### src/rtl/rpts_pkg.sv
package rpts_pkg;

  localparam int NUM_PRIOS_DEF = 32;
  localparam int OP_W          = 2;
  localparam int PRIO_W        = 5;
  localparam int TICKS_W       = 16;
  localparam int MASK_W        = 32;
  localparam int STATUS_W      = 2;

  typedef enum logic [OP_W-1:0] {
    OP_CREATE = 2'd0,
    OP_DELAY  = 2'd1,
    OP_TICK   = 2'd2,
    OP_SCHED  = 2'd3
  } op_t;

  typedef enum logic [STATUS_W-1:0] {
    ST_OK     = 2'd0,
    ST_EXISTS = 2'd1,
    ST_IRQ    = 2'd2,
    ST_RSVD   = 2'd3
  } status_t;

  typedef struct packed {
    logic create;
    logic load;
    logic tick;
  } cell_cmd_t;

endpackage

### src/rtl/rtos_priority_task_scheduler.sv
// channel | direction | handshake            | payload
// in      | input     | in_valid / in_ready   | op, task_prio, delay_ticks, in_interrupt
// out     | output    | out_valid / out_ready | ready_mask, highest_ready, switch_request, status
//
// An item is taken only when the scanner is idle. The operation updates the cells at the
// accept edge, then a token walks the cell chain one cell per cycle to find the first ready
// priority; the scan result is registered when the token stops and is then loaded into the
// output register once it is free. Synchronous reset initialises the control state and cells.
// A result waiting in the output register does not block the next accept; a finished scan
// holds until the output register frees.
module rtos_priority_task_scheduler import rpts_pkg::*; #(
  parameter int NUM_PRIOS = NUM_PRIOS_DEF
) (
  input  logic                clk,
  input  logic                rst,
  input  logic                in_valid,
  output logic                in_ready,
  input  logic [OP_W-1:0]     op,
  input  logic [PRIO_W-1:0]   task_prio,
  input  logic [TICKS_W-1:0]  delay_ticks,
  input  logic                in_interrupt,
  output logic                out_valid,
  input  logic                out_ready,
  output logic [MASK_W-1:0]   ready_mask,
  output logic [PRIO_W-1:0]   highest_ready,
  output logic                switch_request,
  output logic [STATUS_W-1:0] status
);

  localparam int PW = $clog2(NUM_PRIOS);
  localparam logic [PW-1:0] IDLE_PRIO = PW'(NUM_PRIOS - 1);

  typedef enum logic [2:0] {
    S_IDLE = 3'b001,
    S_SCAN = 3'b010,
    S_DONE = 3'b100
  } state_t;

  state_t state;

  logic [NUM_PRIOS-1:0] ready_vec;
  logic [NUM_PRIOS-1:0] exists_vec;
  logic [NUM_PRIOS-1:0] hit_vec;
  logic [NUM_PRIOS-1:0] sel_prio;
  logic [NUM_PRIOS-1:0] sel_cur;
  logic [NUM_PRIOS:0]   tok_chain;
  cell_cmd_t            cmd [NUM_PRIOS];

  logic [PW-1:0] cur_prio;
  logic [PW-1:0] cnt;
  logic [PW-1:0] res_hi;
  logic          res_sw;
  logic          do_sched;
  status_t       status_q;

  logic    acc;
  logic    create_fail;
  logic    delay_eff;
  logic    hit_any;
  logic    out_free;
  status_t status_next;
  logic [PW+PRIO_W-1:0]     hi_ext;
  logic [NUM_PRIOS+MASK_W-1:0] mask_ext;

  assign in_ready  = (state == S_IDLE);
  assign acc       = in_valid & in_ready;
  assign out_free  = ~out_valid | out_ready;
  assign hit_any   = |hit_vec;

  assign create_fail = ~(|sel_prio) | (|(sel_prio & exists_vec));
  assign delay_eff   = (op_t'(op) == OP_DELAY) & ~in_interrupt &
                       (delay_ticks != '0) & (cur_prio != IDLE_PRIO);

  always_comb begin
    case (op_t'(op))
      OP_CREATE: status_next = create_fail ? ST_EXISTS : ST_OK;
      OP_DELAY:  status_next = in_interrupt ? ST_IRQ : ST_OK;
      OP_TICK:   status_next = ST_OK;
      OP_SCHED:  status_next = in_interrupt ? ST_IRQ : ST_OK;
      default:   status_next = ST_OK;
    endcase
  end

  assign tok_chain[0] = acc;

  for (genvar i = 0; i < NUM_PRIOS; i++) begin : g_cell
    assign sel_prio[i]   = (32'(task_prio) == 32'(i));
    assign sel_cur[i]    = (cur_prio == PW'(i));
    assign cmd[i].create = acc & (op_t'(op) == OP_CREATE) & ~create_fail & sel_prio[i];
    assign cmd[i].load   = acc & delay_eff & sel_cur[i];
    assign cmd[i].tick   = acc & (op_t'(op) == OP_TICK);

    rpts_cell #(
      .IS_IDLE (i == NUM_PRIOS - 1)
    ) u_cell (
      .clk     (clk),
      .rst     (rst),
      .cmd     (cmd[i]),
      .ticks   (delay_ticks),
      .tok_in  (tok_chain[i]),
      .tok_out (tok_chain[i+1]),
      .hit     (hit_vec[i]),
      .ready   (ready_vec[i]),
      .exists  (exists_vec[i])
    );
  end

  always_ff @(posedge clk) begin
    if (rst) begin
      state    <= S_IDLE;
      cur_prio <= IDLE_PRIO;
      cnt      <= '0;
      do_sched <= 1'b0;
    end else begin
      case (state)
        S_IDLE: begin
          if (acc) begin
            cnt      <= '0;
            do_sched <= ((op_t'(op) == OP_SCHED) & ~in_interrupt) | delay_eff;
            state    <= S_SCAN;
          end
        end
        S_SCAN: begin
          if (hit_any || cnt == IDLE_PRIO) begin
            if (do_sched && cnt != cur_prio) begin
              cur_prio <= cnt;
            end
            state <= S_DONE;
          end else begin
            cnt <= cnt + 1'b1;
          end
        end
        S_DONE: begin
          if (out_free) begin
            state <= S_IDLE;
          end
        end
        default: state <= S_IDLE;
      endcase
    end
  end

  always_ff @(posedge clk) begin
    if (acc) begin
      status_q <= status_next;
    end
    if (state == S_SCAN && (hit_any || cnt == IDLE_PRIO)) begin
      res_hi <= cnt;
      res_sw <= do_sched & (cnt != cur_prio);
    end
  end

  assign hi_ext   = {{PRIO_W{1'b0}}, res_hi};
  assign mask_ext = {{MASK_W{1'b0}}, ready_vec};

  always_ff @(posedge clk) begin
    if (rst) begin
      out_valid <= 1'b0;
    end else if (state == S_DONE && out_free) begin
      out_valid <= 1'b1;
    end else if (out_ready) begin
      out_valid <= 1'b0;
    end
  end

  always_ff @(posedge clk) begin
    if (state == S_DONE && out_free) begin
      ready_mask     <= mask_ext[MASK_W-1:0];
      highest_ready  <= hi_ext[PRIO_W-1:0];
      switch_request <= res_sw;
      status         <= status_q;
    end
  end

  a_token_single: assert property (@(posedge clk) disable iff (rst)
    $onehot0(hit_vec))
    else $error("more than one cell holds the scan token");

  a_idle_ready: assert property (@(posedge clk) disable iff (rst)
    ready_vec[NUM_PRIOS-1] && exists_vec[NUM_PRIOS-1])
    else $error("idle priority lost its ready or exists bit");

  a_ready_exists: assert property (@(posedge clk) disable iff (rst)
    (ready_vec & ~exists_vec) == '0)
    else $error("ready bit set for a priority that does not exist");

  a_out_from_done: assert property (@(posedge clk) disable iff (rst)
    $rose(out_valid) |-> $past(state == S_DONE))
    else $error("result presented without a finished scan");

  a_switch_ok: assert property (@(posedge clk) disable iff (rst)
    out_valid && switch_request |-> status == ST_OK)
    else $error("switch requested with a non-ok status");

endmodule

### src/rtl/rpts_cell.sv
module rpts_cell import rpts_pkg::*; #(
  parameter bit IS_IDLE = 1'b0
) (
  input  logic               clk,
  input  logic               rst,
  input  cell_cmd_t          cmd,
  input  logic [TICKS_W-1:0] ticks,
  input  logic               tok_in,
  output logic               tok_out,
  output logic               hit,
  output logic               ready,
  output logic               exists
);

  logic [TICKS_W-1:0] count;
  logic               tok;

  always_ff @(posedge clk) begin
    if (rst) begin
      ready  <= IS_IDLE;
      exists <= IS_IDLE;
      count  <= '0;
      tok    <= 1'b0;
    end else begin
      tok <= tok_in;
      if (cmd.create) begin
        exists <= 1'b1;
        ready  <= 1'b1;
        count  <= '0;
      end else if (cmd.load) begin
        ready <= 1'b0;
        count <= ticks;
      end else if (cmd.tick && count != '0) begin
        count <= count - 1'b1;
        if (count == TICKS_W'(1)) begin
          ready <= 1'b1;
        end
      end
    end
  end

  // token stops at the first ready cell
  assign hit     = tok & ready;
  assign tok_out = tok & ~ready;

endmodule

### config.mk
export PLATFORM = sky130hd
export DESIGN_NAME = rtos_priority_task_scheduler
export DESIGN_NICKNAME = d
export VERILOG_FILES = /design/src/rtl/rpts_pkg.sv /design/src/rtl/rtos_priority_task_scheduler.sv /design/src/rtl/rpts_cell.sv
export SDC_FILE = /design/constraint.sdc
export NUM_CORES = 2
export LEC_CHECK = 0
export BUFFER_PORTS_ARGS = -buffer_cell sky130_fd_sc_hd__buf_2
export CAP_MARGIN = 20
export CELL_PAD_IN_SITES_DETAIL_PLACEMENT = 0
export CELL_PAD_IN_SITES_GLOBAL_PLACEMENT = 1
export CORE_ASPECT_RATIO = 0.5
export CORE_MARGIN = 2
export CORE_UTILIZATION = 40
export CTS_CLUSTER_DIAMETER = 50
export DETAILED_ROUTE_END_ITERATION = 16
export GPL_ROUTABILITY_DRIVEN = 0
export HOLD_SLACK_MARGIN = 0.06
export PLACE_DENSITY_LB_ADDON = 0.3
export REMOVE_ABC_BUFFERS = 1
export SLEW_MARGIN = 20
export SYNTH_ARGS = -nofsm -noshare
export SYNTH_HDL_FRONTEND = slang
export SYNTH_SLANG_ARGS = --single-unit
### constraint.sdc
create_clock -name clk -period 8.08 [get_ports clk]
set_input_delay 0.404 -clock clk [delete_from_list [all_inputs] [get_ports clk]]
set_output_delay 0.404 -clock clk [all_outputs]
set_load 0.02 [all_outputs]
[After elaboration in Yosys (flattened, before gate mapping)]
Cells that the tools add are included.
W data, S select, Z words.
Storage, ports and cells
  flip-flop bits (word level): 670
  logic and storage cells: 899
Operators by class
  $add $sub $neg: 33
  eq/ne operators: 107
  muxes and demuxes: 203
  bitwise logic cells: 176
  reduce and logical (&&, ||, !) cells: 241
Operators by type and width (count)
  $mux W16: 64
  $reduce_bool A16 Y1: 33
  $eq A16 B1 Y1 const B: 32
  $sub A16 B1 Y16 const B: 32
  $reduce_bool A3 Y1: 62
  $eq A5 B5 Y1 const B: 33
  $and A1 B1 Y1: 137
  $mux W1: 130
  $reduce_or A32 Y1: 3
  $eq A5 B4 Y1 const B: 16
  $reduce_bool A2 Y1: 35
  $reduce_and A2 Y1: 33
  $reduce_or A2 Y1: 33
  $eq A5 B3 Y1 const B: 8
  $logic_and A1 B1 Y1: 35
  $not A1 Y1: 35
  $and A32 B32 Y32: 1
  $eq A5 B2 Y1 const B: 4
  $eq A5 B1 Y1 const B: 2
  $logic_not A5 Y1: 2
  $mux W5: 2
  $pmux W5 S2: 1
  $mux W3: 3
  $pmux W3 S3: 1
  16 further kinds: 23

[Longest topological paths before layout]
  depth after elaboration: 9
  mapped depth: 11
  mapped depth without buffers: 9

[Cells and area by module]
From an unflattened synthesis, not the netlist that was laid out.
Unflattened totals
  cells, all modules: 4679
  area total of the unflattened synthesis: 39280.2 µm²
By module, submodules not included
  rpts_cell at g_cell[0].u_cell ...: instances 19, seq. area each 380.4 µm², area an instance 1149.9 µm², cells each 140
  rpts_cell at g_cell[28].u_cell ...: instances 11, seq. area each 380.4 µm², area an instance 1091.0 µm², cells each 130
  rtos_priority_task_scheduler: instances 1, seq. area each 1741.7 µm², area an instance 3310.7 µm², cells each 324
  rpts_cell at g_cell[31].u_cell: instances 1, seq. area each 360.3 µm², area an instance 1092.3 µm², cells each 139
  rpts_cell at g_cell[13].u_cell: instances 1, seq. area each 380.4 µm², area an instance 1028.5 µm², cells each 126

[Worst setup path after synthesis]
OpenSTA, ideal clock, no wires.
  path type: reg2reg
  start: register state[2]
  end: register highest_ready[0], enable pin
  buffers on the path: 0
  stages on the path, launching flop included: 3
  setup time: 0.437 ns
  arrival time: 2.509 ns
  path slack: 5.134 ns
  path through: dfxtp_1 > or3b_2 > nor2_1
Between the ends
  cells in the longest elaborated chain, start to end: 2
RTL lines
  start, declared: line rtos_priority_task_scheduler.sv:39  | state_t state;
  start signal, assigned: line rtos_priority_task_scheduler.sv:110  | state <= S_IDLE;
  start signal, assigned: line rtos_priority_task_scheduler.sv:120  | state <= S_SCAN;
  start signal, assigned: line rtos_priority_task_scheduler.sv:128  | state <= S_DONE;
  $eq A3 B3 Y1: line rtos_priority_task_scheduler.sv:167  | if (state == S_DONE && out_free) begin
  $logic_and A1 B1 Y1: line rtos_priority_task_scheduler.sv:167
  end signal, assigned: line rtos_priority_task_scheduler.sv:169  | highest_ready <= hi_ext[PRIO_W-1:0];
  end, declared: line rtos_priority_task_scheduler.sv:25  | output logic [PRIO_W-1:0] highest_ready,
No other way between the ends.
A chain may end at the register's enable or synchronous reset.

[Final worst setup path]
  start: register state[2]
  end: register g_cell[22].u_cell.count[14]
Between the ends
  cells in the longest elaborated chain, start to end: 6
RTL lines
  $eq A3 B1 Y1 (*): line rtos_priority_task_scheduler.sv:65  | assign in_ready = (state == S_IDLE);
  $and A1 B1 Y1 (*): line rtos_priority_task_scheduler.sv:66  | assign acc = in_valid & in_ready;
  $and A1 B1 Y1 (3 in series): line rtos_priority_task_scheduler.sv:89  | assign cmd[i].create = acc & (op_t'(op) == OP_CREATE) & ~create_fail & sel_prio[i];
  $reduce_or A2 Y1 (no source line)
  end signal, assigned: line rpts_cell.sv:32  | count <= ticks;
  end signal, assigned: line rpts_cell.sv:34  | count <= count - 1'b1;
  end, declared: line rpts_cell.sv:15  | logic [TICKS_W-1:0] count;
Mark *: on every way between the ends. The rest lies on a longest branch, timed or not.

==> metrics.md <==
| Metric | Value |
|---|---|
| Setup_tns | `0 ps` |
| Pwr dens | `about 260 nW/µm²` |
| Die Y | `about 220 µm` |
| Post-synthesis cell count | `between 4000 and 5000` |
| Final Non-Filler Cells | `5599` |
| Worst Max-Slew Pin Slew | `roughly 1100 ps` |
| Post-synth top area share | `0.3490` |
| Largest cells by area after synthesis | `dfxtp_1 (35%), nor2_1 (6.0%), a21oi_1 (5.7%)` |
| Sequential cell area | `13890 µm²` |
| Proportion of layout cells with a drive suffix above 1 | `0.08405` |
| Worst-case clock buffer depth | `3` |
| Area post-placement | `~37000 µm²` |
| CTS Sinks | `670` |
| CP Max Fanout | `18` |
| Io pins | `70` |
| Ant diodes | `0` |
| RSZ-0062 raised after global routing | `false` |
| Row count | `77` |
| Peak VDD IR | `about 0.13 mV` |
| CTS tree | `done` |
| Vias | `34860` |
| Distinct cells, synth | `a little over 100` |
| Initial antenna violation count | `1` |
| CTS resizes | `0` |
| Seq/Total Area, Yosys | `0.3895` |
| Combinational Power Share | `0.281` |
| Final hold vios | `0` |
| HP Class | `input pin to flop` |
| Global route total overflow | `0` |
| Reg clk slew, reported paths | `about 70 ps` |
| Async S/R FF share, synth | `0` |
| Mapped Area | `35670 µm²` |
| HPWL Detailed | `between 70000 and 80000 µm` |
| WP data required | `roughly 8600 ps` |
| CP endpoint kind | `flop` |
| Final min period | `~4700 ps` |
| Vias in the first global route | `approximately 32000` |
| Setup violators final | `0` |
| DRC viols | `0` |
| CP arrival | `about 5200 ps` |
| H-tree depth | `3` |
| Largest net degree at the start of global routing | `93` |
| Final period util | `0.5787` |
| Mapped Avg Cell Area | `approximately 8 µm²` |
| Flops & latches, synth | `670` |
| Power, Total | `approximately 0.010 W` |
| Placed cells | `5475` |
| Overall Global Routing Usage | `0.2682` |
| Multi-input logic area | `20330 µm²` |
| Floorplan core area | `between 80000 and 90000 µm²` |
| Die area | `91740 µm²` |
| Synth Warn # | `0` |
| Area leader, netlist | `dfxtp_1` |
| Design internal power | `0.006604 W` |
| Clk Latency, worst-skew pair | `approximately 650 ps` |
| Power share of the sequential group | `0.385` |
| Synth cell count leaders | `dfxtp_1 (622), nor2_1 (567), a21oi_1 (403)` |
| Fin. max-slew vios | `0` |
| Layout Nets | `~4500` |
| Max Cap Viol | `0` |
| WS Path Type | `flop to flop` |
| Net Sw Frac | `0.3460` |
| Status | `completed` |
| Startpoint types | `flop` |
| Worst reg-to-reg setup slack | `between 3000 and 4000 ps` |
| Routed WL per cell | `roughly 23 µm` |
| Top-count cell post-synth | `dfxtp_1` |
| CTS root buffer | `clkbuf_16` |
| Clock share of power | `0.334` |
| ANT nets after route | `0` |
| TritonCTS Buffers | `a little under 70` |
| P&R area growth vs syn | `10.59%` |
| Die span in x | `between 400 and 500 µm` |
| Initial Utilization | `0.4038` |
| EDFF count, synth | `48` |
| Iteration-0 DRC Markers | `a little over 3000` |
| Max Freq | `roughly 0.21 GHz` |
| Via/cell ratio | `6.226` |
| Slew HR | `0.2420` |
| Clock Skews | `roughly 23 ps` |
| IO Port Bufs | `slightly below 70` |
| Sw Pwr | `approximately 0.0035 W` |
| Most used DFF post-synth | `dfxtp_1` |
| Fin area | `39450 µm²` |
| First-pass GRT wire length | `just under 200000 µm` |
| 1st-pass router iterations | `6` |
| Drt total wl | `126800 µm` |
| Fill count | `~8700` |
| Leak | `roughly 13 nW` |
[critical path, cell delays in order, from the launching register on]
cell and delay [ps]:
dfxtp_1 350, nand4bb_1 650, inv_2 200, nand4_1 600
buf_4 470, nor2_2 870, nand3_1 850, o211a_1 370
o21ba_2 210
[final timing paths]
| kind | from | to | depth (start not counted) |
|---|---|---|---|
| setup / recovery | state[2] | g_cell[22].u_cell.count[14] | 8 |
| hold / removal | in_interrupt | status_q[1] | 2 |
| setup reg to reg | state[2] | g_cell[22].u_cell.count[14] | 8 |
| hold reg to reg | res_hi[0] | highest_ready[0] | 0 |
[layout by cell type (no fill, tap or decap), drive strengths merged, types with 26 or more instances in the layout]
| master | count |
|---|---|
| edfxtp | 48 |
| nor3 | 187 |
| inv | 125 |
| clkbuf | 98 |
| o21ai | 126 |
| nand4 | 69 |
| a22oi | 83 |
| a21oi | 413 |
| a221oi | 56 |
| or3 | 71 |
| a31oi | 89 |
| nand3 | 222 |
| nor3b | 47 |
| dfxtp | 622 |
| buf | 145 |
| xnor2 | 79 |
| o211ai | 76 |
| a2bb2oi | 26 |
| nor2b | 27 |
| nand2b | 36 |
| or4 | 95 |
| a32oi | 30 |
| nor4 | 159 |
| xor2 | 69 |
| ha | 66 |
| a211oi | 138 |
| nor2 | 568 |
| nand2 | 302 |
[layout make-up]
| type | count | share of cell area |
|---|---|---|
| clock buffers | 98 | 0.05179 |
| well taps | 1185 | 0.03758 |
| inverters | 124 | 0.01180 |
| clock inverters | 22 | 0.006882 |
| multi-input cells | 3354 | 0.5154 |
| repair buffers | 146 | 0.02439 |
| flip-flops and latches | 670 | 0.3521 |
[per-layer routing]
| metal | share of wire | global-route usage | up-vias |
|---|---|---|---|
| met3 | 0.079 | 0.04848 | 258 |
| li1 | - | - | 16390 |
| met5 | 0.000063 | 0 | - |
| met1 | 0.45 | 0.3753 | 16960 |
| met4 | 0.036 | 0.09611 | 2 |
| met2 | 0.43 | 0.4117 | 1249 |
[sequential cells by signal, summed over array words and instances (netlist names)]
name                  count
cnt                       5
cur_prio                  5
do_sched                  1
g_cell.u_cell.count     512
g_cell.u_cell.exists     31
g_cell.u_cell.ready      32
g_cell.u_cell.tok        32
highest_ready             5
out_valid                 1
ready_mask               32
res_hi                    5
res_sw                    1
state                     3
status                    2
status_q                  2
switch_request            1
[cells by family after synthesis]
kind of cell	count (synthesis)	synth area share
xor gates and xnor gates	148	0.03634
adders and majority gates	66	0.02315
DFF	670	0.3894
and+or+nand+nor	1920	0.2746
AOI/OAI and AO/OA	1192	0.2232
buffers and inverters	382	0.04486
muxes	28	0.008347
[power by group through the flow]
stage / Clock (W) / Combinational (W) / Sequential [W]
floorplan: 0 / 0.00215 / 0.00388
global placement: 0 / 0.00276 / 0.00394
detailed placement: 0 / 0.00278 / 0.00395
CTS: 0.00343 / 0.00280 / 0.00388
global route: 0.00356 / 0.00318 / 0.00392
finish: 0.00337 / 0.00284 / 0.00389
[stage by stage]
step | hold WS [ps] | worst slack [ps] | util
global placement | 402.7 | 3598 | 0.4194
CTS | 67.05 | 3545 | 0.4462
global route | 105.9 | 3276 | 0.4466
floorplan | 400.3 | 3426 | -
finish | 109.7 | 3404 | 0.4466
detailed placement | 404.5 | 3503 | 0.4199
[what timing repair did]
action / 4_1_cts / 5_1_grt
hold endpoints to repair: 1 / 0
setup buffers: 0 / 0
hold buffers: 1 / 0
Note: power is estimated with default switching activity, not from simulation.
